$ cat config.mk
export PLATFORM = sky130hd
export DESIGN_NAME = bitmap_cell_allocator_core
export DESIGN_NICKNAME = d
export VERILOG_FILES = /design/src/design/bca_pkg.sv /design/src/design/bca_map_ram.sv /design/src/design/bca_engine.sv /design/src/design/bitmap_cell_allocator_core.sv
export SDC_FILE = /design/constraint.sdc
export NUM_CORES = 2
export LEC_CHECK = 0
export BUFFER_PORTS_ARGS = -buffer_cell sky130_fd_sc_hd__buf_2
export CORE_MARGIN = 2
export CORE_UTILIZATION = 45
export CTS_CLUSTER_SIZE = 12
export DETAILED_ROUTE_END_ITERATION = 10
export GPL_ROUTABILITY_DRIVEN = 1
export PLACE_DENSITY = 0.61
export SLEW_MARGIN = 40
export SYNTH_ARGS = -nofsm -noshare
export SYNTH_HDL_FRONTEND = slang
export SYNTH_SLANG_ARGS = --single-unit
$ cat constraint.sdc
create_clock -name clock -period 17.36 [get_ports clock]
set_input_delay 0.868 -clock clock [delete_from_list [all_inputs] [get_ports clock]]
set_output_delay 0.868 -clock clock [all_outputs]
set_load 0.01 [all_outputs]
$ cat src/design/bca_pkg.sv
// Package for the bitmap cell allocator: field widths, command and status
// codes, and the request/result structs shared by the engine and top level.
// No dependencies.
`default_nettype none

package bca_pkg;

   localparam int FIELD_W  = 11;
   localparam int STATUS_W = 2;

   localparam logic CMD_TAKE = 1'b0;
   localparam logic CMD_GIVE = 1'b1;

   localparam logic [STATUS_W-1:0] STATUS_DONE      = 2'd0;
   localparam logic [STATUS_W-1:0] STATUS_NO_ROOM   = 2'd1;
   localparam logic [STATUS_W-1:0] STATUS_BAD_RANGE = 2'd2;

   typedef struct packed {
      logic               command;
      logic [FIELD_W-1:0] amount;
      logic [FIELD_W-1:0] end_address;
   } bca_req_type;

   typedef struct packed {
      logic [STATUS_W-1:0] status;
      logic [FIELD_W-1:0]  result_address;
      logic [FIELD_W-1:0]  free_cells;
   } bca_rsp_type;

endpackage

`default_nettype wire

$ cat src/design/bca_map_ram.sv
// One-bit-wide occupancy memory: one write port, one read port with
// registered read data. No package dependencies.
`default_nettype none

module bca_map_ram #(
   parameter int DEPTH = 1024
) (
   input  wire logic                     clock,
   input  wire logic                     wr_en,
   input  wire logic [$clog2(DEPTH)-1:0] wr_addr,
   input  wire logic                     wr_data,
   input  wire logic                     rd_en,
   input  wire logic [$clog2(DEPTH)-1:0] rd_addr,
   output      logic                     rd_data
);

   logic mem [DEPTH];
   logic rd_data_ff;

   always_ff @(posedge clock) begin
      if (wr_en) begin
         mem[wr_addr] <= wr_data;
      end
      if (rd_en) begin
         rd_data_ff <= mem[rd_addr];
      end
   end

   assign rd_data = rd_data_ff;

endmodule

`default_nettype wire

$ cat src/design/bca_engine.sv
// Allocation sequencer: clears the map after reset, then walks it one cell
// per cycle for take and give-back requests. Depends on bca_pkg, bca_map_ram.
`default_nettype none

module bca_engine #(
   parameter int CELLS = 1024
) (
   input  wire logic                 clock,
   input  wire logic                 reset,
   input  wire logic                 start,
   input  wire bca_pkg::bca_req_type req,
   output      logic                 idle,
   output      logic                 done,
   output      bca_pkg::bca_rsp_type rsp,
   input  wire logic                 rsp_ack
);

   import bca_pkg::*;

   localparam int AW    = $clog2(CELLS);
   localparam int CW    = $clog2(CELLS + 1);
   localparam int CMP_W = (CW > FIELD_W) ? CW : FIELD_W;

   localparam logic [AW-1:0]    LAST_CELL = AW'(CELLS - 1);
   localparam logic [CMP_W-1:0] CELLS_CMP = CMP_W'(CELLS);

   localparam logic [1:0] ST_CLEAR = 2'd0;
   localparam logic [1:0] ST_IDLE  = 2'd1;
   localparam logic [1:0] ST_SCAN  = 2'd2;
   localparam logic [1:0] ST_HOLD  = 2'd3;

   logic [1:0]          state_ff, state_in;
   logic [AW-1:0]       ptr_ff, ptr_in;
   logic                pend_ff, pend_in;
   logic [AW-1:0]       pend_addr_ff, pend_addr_in;
   logic [AW-1:0]       last_ff, last_in;
   logic                issued_last_ff, issued_last_in;
   logic                cmd_ff, cmd_in;
   logic [CW-1:0]       remain_ff, remain_in;
   logic [CW-1:0]       free_ff, free_in;
   logic [STATUS_W-1:0] status_ff, status_in;
   logic [FIELD_W-1:0]  addr_ff, addr_in;

   logic                ram_we;
   logic [AW-1:0]       ram_waddr;
   logic                ram_wdata;
   logic                ram_re;
   logic                ram_rdata;
   logic                finish;

   logic [CMP_W-1:0]    amount_w;
   logic [CMP_W-1:0]    end_w;
   logic [CMP_W-1:0]    free_w;
   logic [CMP_W-1:0]    start_w;

   assign amount_w = CMP_W'(req.amount);
   assign end_w    = CMP_W'(req.end_address);
   assign free_w   = CMP_W'(free_ff);
   assign start_w  = end_w - amount_w;

   bca_map_ram #(
      .DEPTH(CELLS)
   ) u_map (
      .clock   (clock),
      .wr_en   (ram_we),
      .wr_addr (ram_waddr),
      .wr_data (ram_wdata),
      .rd_en   (ram_re),
      .rd_addr (ptr_ff),
      .rd_data (ram_rdata)
   );

   always_comb begin
      state_in       = state_ff;
      ptr_in         = ptr_ff;
      pend_in        = 1'b0;
      pend_addr_in   = pend_addr_ff;
      last_in        = last_ff;
      issued_last_in = issued_last_ff;
      cmd_in         = cmd_ff;
      remain_in      = remain_ff;
      free_in        = free_ff;
      status_in      = status_ff;
      addr_in        = addr_ff;
      ram_we         = 1'b0;
      ram_waddr      = pend_addr_ff;
      ram_wdata      = 1'b0;
      ram_re         = 1'b0;
      finish         = 1'b0;

      case (state_ff)
         ST_CLEAR: begin
            ram_we    = 1'b1;
            ram_waddr = ptr_ff;
            ptr_in    = ptr_ff + AW'(1);
            if (ptr_ff == LAST_CELL) begin
               ptr_in   = '0;
               state_in = ST_IDLE;
            end
         end
         ST_IDLE: begin
            if (start) begin
               cmd_in         = req.command;
               status_in      = STATUS_DONE;
               addr_in        = '0;
               issued_last_in = 1'b0;
               ptr_in         = '0;
               if (req.command == CMD_TAKE) begin
                  last_in   = LAST_CELL;
                  remain_in = CW'(amount_w);
                  if (amount_w == '0) begin
                     state_in = ST_HOLD;
                  end else if (amount_w > free_w) begin
                     status_in = STATUS_NO_ROOM;
                     state_in  = ST_HOLD;
                  end else begin
                     state_in = ST_SCAN;
                  end
               end else begin
                  ptr_in  = AW'(start_w);
                  last_in = AW'(end_w - CMP_W'(1));
                  if (amount_w > end_w || end_w > CELLS_CMP) begin
                     status_in = STATUS_BAD_RANGE;
                     state_in  = ST_HOLD;
                  end else if (amount_w == '0) begin
                     addr_in  = req.end_address;
                     state_in = ST_HOLD;
                  end else begin
                     addr_in  = FIELD_W'(start_w);
                     state_in = ST_SCAN;
                  end
               end
            end
         end
         ST_SCAN: begin
            // Retire the cell read last cycle, then issue the next read.
            if (pend_ff) begin
               if (cmd_ff == CMD_TAKE) begin
                  if (!ram_rdata) begin
                     ram_we    = 1'b1;
                     ram_wdata = 1'b1;
                     remain_in = remain_ff - CW'(1);
                     free_in   = free_ff - CW'(1);
                     if (remain_ff == CW'(1)) begin
                        finish  = 1'b1;
                        addr_in = FIELD_W'(CW'(pend_addr_ff) + CW'(1));
                     end
                  end
               end else begin
                  if (ram_rdata) begin
                     ram_we  = 1'b1;
                     free_in = free_ff + CW'(1);
                  end
                  if (pend_addr_ff == last_ff) begin
                     finish = 1'b1;
                  end
               end
            end
            if (finish) begin
               state_in = ST_HOLD;
            end else if (!issued_last_ff) begin
               ram_re         = 1'b1;
               pend_in        = 1'b1;
               pend_addr_in   = ptr_ff;
               ptr_in         = ptr_ff + AW'(1);
               issued_last_in = (ptr_ff == last_ff);
            end
         end
         ST_HOLD: begin
            if (rsp_ack) begin
               state_in = ST_IDLE;
            end
         end
         default: begin
            state_in = ST_IDLE;
         end
      endcase
   end

   always_ff @(posedge clock) begin
      if (reset) begin
         state_ff       <= ST_CLEAR;
         ptr_ff         <= '0;
         pend_ff        <= 1'b0;
         issued_last_ff <= 1'b0;
         free_ff        <= CW'(CELLS);
      end else begin
         state_ff       <= state_in;
         ptr_ff         <= ptr_in;
         pend_ff        <= pend_in;
         issued_last_ff <= issued_last_in;
         free_ff        <= free_in;
      end
   end

   always_ff @(posedge clock) begin
      pend_addr_ff <= pend_addr_in;
      last_ff      <= last_in;
      cmd_ff       <= cmd_in;
      remain_ff    <= remain_in;
      status_ff    <= status_in;
      addr_ff      <= addr_in;
   end

   assign idle               = (state_ff == ST_IDLE);
   assign done               = (state_ff == ST_HOLD);
   assign rsp.status         = status_ff;
   assign rsp.result_address = addr_ff;
   assign rsp.free_cells     = FIELD_W'(free_ff);

endmodule

`default_nettype wire

$ cat src/design/bitmap_cell_allocator_core.sv
// Top level of the bitmap cell allocator: request/response handshakes and
// the response register. Depends on bca_pkg and bca_engine.
`default_nettype none

// Channel  Direction  Handshake            Payload
// req      in         req_valid/req_stall  command, amount, end_address
// rsp      out        rsp_valid/rsp_stall  status, result_address, free_cells
//
// After reset the occupancy map is cleared one cell per cycle, with
// req_stall high. A take walks the map from cell 0 one cell per cycle
// until it has claimed the requested amount; a give-back walks only its
// range, amount cells. Rejected and zero-size requests skip the walk.
// The rate is set by the single read/write port pair of the map
// memory. One request is in flight at a time; the next is taken once
// the result has moved into the response register, even while that
// register is stalled.

module bitmap_cell_allocator_core #(
   parameter int CELLS = 1024
) (
   input  wire logic                            clock,
   input  wire logic                            reset,

   input  wire logic                            req_valid,
   output      logic                            req_stall,
   input  wire logic                            req_command,
   input  wire logic [bca_pkg::FIELD_W-1:0]     req_amount,
   input  wire logic [bca_pkg::FIELD_W-1:0]     req_end_address,

   output      logic                            rsp_valid,
   input  wire logic                            rsp_stall,
   output      logic [bca_pkg::STATUS_W-1:0]    rsp_status,
   output      logic [bca_pkg::FIELD_W-1:0]     rsp_result_address,
   output      logic [bca_pkg::FIELD_W-1:0]     rsp_free_cells
);

   import bca_pkg::*;

   bca_req_type eng_req;
   bca_rsp_type eng_rsp;
   logic        eng_idle;
   logic        eng_done;
   logic        eng_ack;
   logic        req_take;

   logic        rsp_valid_ff, rsp_valid_in;
   bca_rsp_type rsp_data_ff;

   // Take a transaction only while the sequencer sits idle.
   assign req_stall = !eng_idle;
   assign req_take  = req_valid && eng_idle;

   assign eng_req.command     = req_command;
   assign eng_req.amount      = req_amount;
   assign eng_req.end_address = req_end_address;

   bca_engine #(
      .CELLS(CELLS)
   ) u_engine (
      .clock   (clock),
      .reset   (reset),
      .start   (req_take),
      .req     (eng_req),
      .idle    (eng_idle),
      .done    (eng_done),
      .rsp     (eng_rsp),
      .rsp_ack (eng_ack)
   );

   // Move a finished result into the response register when it is empty
   // or being drained this cycle; otherwise hold it in the sequencer.
   assign eng_ack = eng_done && (!rsp_valid_ff || !rsp_stall);

   always_comb begin
      rsp_valid_in = rsp_valid_ff;
      if (eng_ack) begin
         rsp_valid_in = 1'b1;
      end else if (rsp_valid_ff && !rsp_stall) begin
         rsp_valid_in = 1'b0;
      end
   end

   always_ff @(posedge clock) begin
      if (reset) begin
         rsp_valid_ff <= 1'b0;
      end else begin
         rsp_valid_ff <= rsp_valid_in;
      end
   end

   always_ff @(posedge clock) begin
      if (eng_ack) begin
         rsp_data_ff <= eng_rsp;
      end
   end

   assign rsp_valid          = rsp_valid_ff;
   assign rsp_status         = rsp_data_ff.status;
   assign rsp_result_address = rsp_data_ff.result_address;
   assign rsp_free_cells     = rsp_data_ff.free_cells;

endmodule

`default_nettype wire
==> flow_summary_export.csv <==
group,metric,value,unit
outcome,outcome,"completed",
sta,rsz0062_at_grt,"no",
pwr,totalPowerFinal,5440,uW
yosys,yosys.area.top_type,"edfxtp_1",
yosys,synthArstFlopShare,0,%
pwr,powerDensity,98.2,nW/um^2
yosys,synthAdderAreaFrac,1.10,%
setup_path,path_depth,12,
sta,clock_skew,0.0283,ns
route,vias_per_cell,6.03,
sta,period_minus_slack,5.07,ns
setup_path,crit_path_end_kind,"flip-flop",
yosys,synth_mux_area_share,12.8,%
clocking,numCtsBuffers,114,
route,drc,0,
clocking,clock_path_buffers,3,
sta,fin_hold_ws,0.417,ns
setup_path,r2r_start,"u_engine.ptr_ff[1]$_SDFFE_PP0P_",
setup_path,cp-start-kind,"flip-flop",
clocking,htree_levels,3,
clocking,root_buffer,"clkbuf_16",
floorplanning,start_util,45.4,%
setup_path,cp_max_fo,45,
setup_path,cp_top_family,"buffers and inverters",
pwr,leakage,0.0146,uW
yosys,synth_ff_type,"edfxtp_1",
clocking,insertion_delay,0.72,ns
clocking,post_cts_resized,0,
route,first_pass_iters,5,
global_routing,busiest_layer,"met2",
setup_path,path_cells,"buf_12 -> buf_4 -> buf_4 -> mux4_2 -> a22oi_1 -> nand2_1 -> nor4_1 -> nor4_1 -> nor4_1 -> o211ai_1 -> o311ai_1 -> o31ai_1",
setup_path,rrSetupSlack,12.29,ns
yosys,syn_avg_cell_area,13.8,um^2
sta,fin_crit_sh,29.2,%
route,vias,31000,
yosys,ys_top_cells_by_count,"1116 x nor2_1, 1094 x edfxtp_1, 256 x mux4_2",
sta,tightest_slew,0.940,ns
floorplanning,ioPinCount,53,
global_routing,grt_antenna_before_repair,2,
yosys,yosysWarnings,0,
route,drt_iter0_drc,4148,
yosys,synth_compound_area_share,3.70,%
yosys,synth_top_family_by_area,"multiplexers",
global_routing,met3_usage,3.76,%
place,place.gp.congestion,0.826,
place,numPortBuffers,52,
setup_path,cp-startpoint,"u_engine.ptr_ff[1]$_SDFFE_PP0P_",
global_routing,grt_max_degree,125,
clocking,cts.sinks,1120,
floorplanning,num_rows,122,
sta,hold_viol_final,0,
global_routing,met2_usage,39.0,%
clocking,hold_buffers,0,
global_routing,grt_pass1_wl,204000,um
setup_path,cpMaxStageDelayCell,"buf_4",
route,ant_nets,0,
yosys,synthSimpleGateAreaFrac,11.7,%
yosys,synthCells,3646,
global_routing,grt_pass1_vias,29800,
clocking,tritoncts,"built",
place,dpl.hpwl,76800,um
floorplanning,die_area,114000,um^2
floorplanning,die_h,338,um
pwr,ir_drop,0.0000808,V
yosys,synth_edf_count,1094,
yosys,yosys-top-cells-area,"edfxtp_1 65%, mux4_2 11%, nor2_1 8.3%",
setup_path,crit_end,"u_engine.u_map.rd_data$_DFFE_PP_",
sta,slew_violations,0,
setup_path,r2r_end,"u_engine.u_map.rd_data$_DFFE_PP_",
clocking,postCtsSetupBuffers,0,
yosys,ys_types,64,
setup_path,reg2reg_depth,12,
setup_path,crit_required,17.81,ns
route,wl_per_cell,27.3,um
floorplanning,fp.coreArea,111000,um^2
setup_path,slowest_delay,0.71,ns
setup_path,arrival,5.52,ns
setup_path,path_class,"flip-flop to flip-flop",
global_routing,gr-total-overflow,0,
sta,fmax,0.197,GHz
final_layout,drive_gt1_share,17.1,%
setup_path,cp_num_buf_inv,3,
yosys,ys_seq_area_share,66.5,%
yosys,syn_nets,3716,
global_routing,grt_use_met1,35.0,%
global_routing,grt_use_total,24.6,%
worst_hold_path,hold_path.class,"flip-flop to flip-flop",
sta,fin_tns_setup,0,ns
clocking,cts.reportedPaths.clkPinSlew,0.06,ns
yosys,ys_ff_latch,1120,
sta,setup_violations,0,
yosys,synth-xor-area-share,1.08,%
final_layout,syn_to_final_growth,10.2,%
yosys,yosysMostFrequentCell,"nor2_1",
yosys,synthDominantCellAreaShare,65.4,%
sta,max_slew_margin,37.2,%
job,drv_cap,0,
yosys,syn-cell-area,50200,um^2
final_layout,nets,3643,
route,drt_wl_total,140000,um
setup_path,cpMostUsedCell,"nor4_1",
worst_hold_path,hold_path_depth,0,
floorplanning,die_w,338,um
## cell usage in the layout (no fill, tap or decap), types with 12 or more instances in the layout
cell type and count:
nor2_1 1107, edfxtp_1 1094, mux4_2 256, clkbuf_16 114
nand2_1 95, a21oi_1 68, buf_4 64, mux2i_1 56
buf_2 52, xnor2_1 50, inv_1 47, nand2_2 44
a22oi_1 44, ha_1 41, nand3_1 40, o21ai_0 34
clkinv_1 34, o22ai_1 31, nor3_1 29, clkbuf_1 27
nand2b_1 23, a211oi_1 22, dfxtp_1 19, nand4_1 14
nor4_1 12, xor2_1 12
## worst min path at each step
| stage | to | startpoint | slack [ns] |
|---|---|---|---|
| 2_1_floorplan | rsp_result_address[0]$_DFFE_PP_ | u_engine.addr_ff[0]$_DFFE_PP_ | 0.40 |
| 3_3_place_gp | rsp_result_address[2]$_DFFE_PP_ | u_engine.addr_ff[2]$_DFFE_PP_ | 0.41 |
| 3_5_place_dp | rsp_result_address[2]$_DFFE_PP_ | u_engine.addr_ff[2]$_DFFE_PP_ | 0.40 |
| 4_1_cts | u_engine.last_ff[0]$_SDFFCE_PN1P_ | req_end_address[0] | 0.40 |
| 5_1_grt | rsp_result_address[7]$_DFFE_PP_ | u_engine.addr_ff[7]$_DFFE_PP_ | 0.42 |
| 6_report | rsp_result_address[7]$_DFFE_PP_ | u_engine.addr_ff[7]$_DFFE_PP_ | 0.42 |
## cells by family (layout without fill, tap and decap cells)
kind of cell	Yosys count	in the layout
AND/OR/NAND/NOR	1449	1449
XOR/XNOR	62	62
buffers and inverters	369	377
AO/OA/AOI/OAI	284	284
multiplexers	319	319
other	0	1
flip-flops	1120	1120
adder cells (fa/ha/maj)	43	43
## area by class of cell
class,instances,area [um^2]
Fill cell,9414,55300
Sequential cell,1120,33400
Multi-Input combinational cell,2157,15500
Clock buffer,143,2980
Tap cell,1488,1860
Timing Repair Buffer,133,1040
Clock inverter,54,393
Inverter,47,176
Antenna cell,1,2.50
## sequential cells by signal (all words and copies together), names as in the netlist, 10 cells and up
register,count
u_engine.addr_ff,11
u_engine.last_ff,10
u_engine.free_ff,11
u_engine.remain_ff,11
u_engine.pend_addr_ff,10
u_engine.ptr_ff,10
u_engine.u_map.mem,1024
rsp_free_cells,11
rsp_result_address,11
## metal layers
layer,wire length [um],share of wire [%],vias to the layer above
met5,13,0.0093,-
met1,57900,41,16100
met2,66200,47,1453
met4,4140,2.9,2
li1,-,-,13200
met3,12200,8.7,235
## stage by stage
stage	util (%)	area [um^2]	cells	setup slack (ns)
floorplan	-	50200	3646	0.517
global placement	46.7	51700	4936	12.22
detailed placement	46.9	51900	4943	12.32
CTS	50.0	55300	5140	12.33
global route	50.0	55300	5142	12.18
finish	50.0	55400	5143	12.29
## report_power, final
part	internal, uW	switching [uW]	total (uW)
registers	2920	9.41	2930
logic	84.8	134	219
clock network	1250	1030	2290
## worst reg2reg max path, stage by stage, from the launching register on
cell	delay [ns]
dfxtp_4	0.69
buf_12	0.27
buf_4	0.62
buf_4	0.72
mux4_2	0.46
a22oi_1	0.18
nand2_1	0.10
nor4_1	0.44
nor4_1	0.25
nor4_1	0.61
o211ai_1	0.20
o311ai_1	0.15
o31ai_1	0.12
Power figures use the tool's default switching activity.
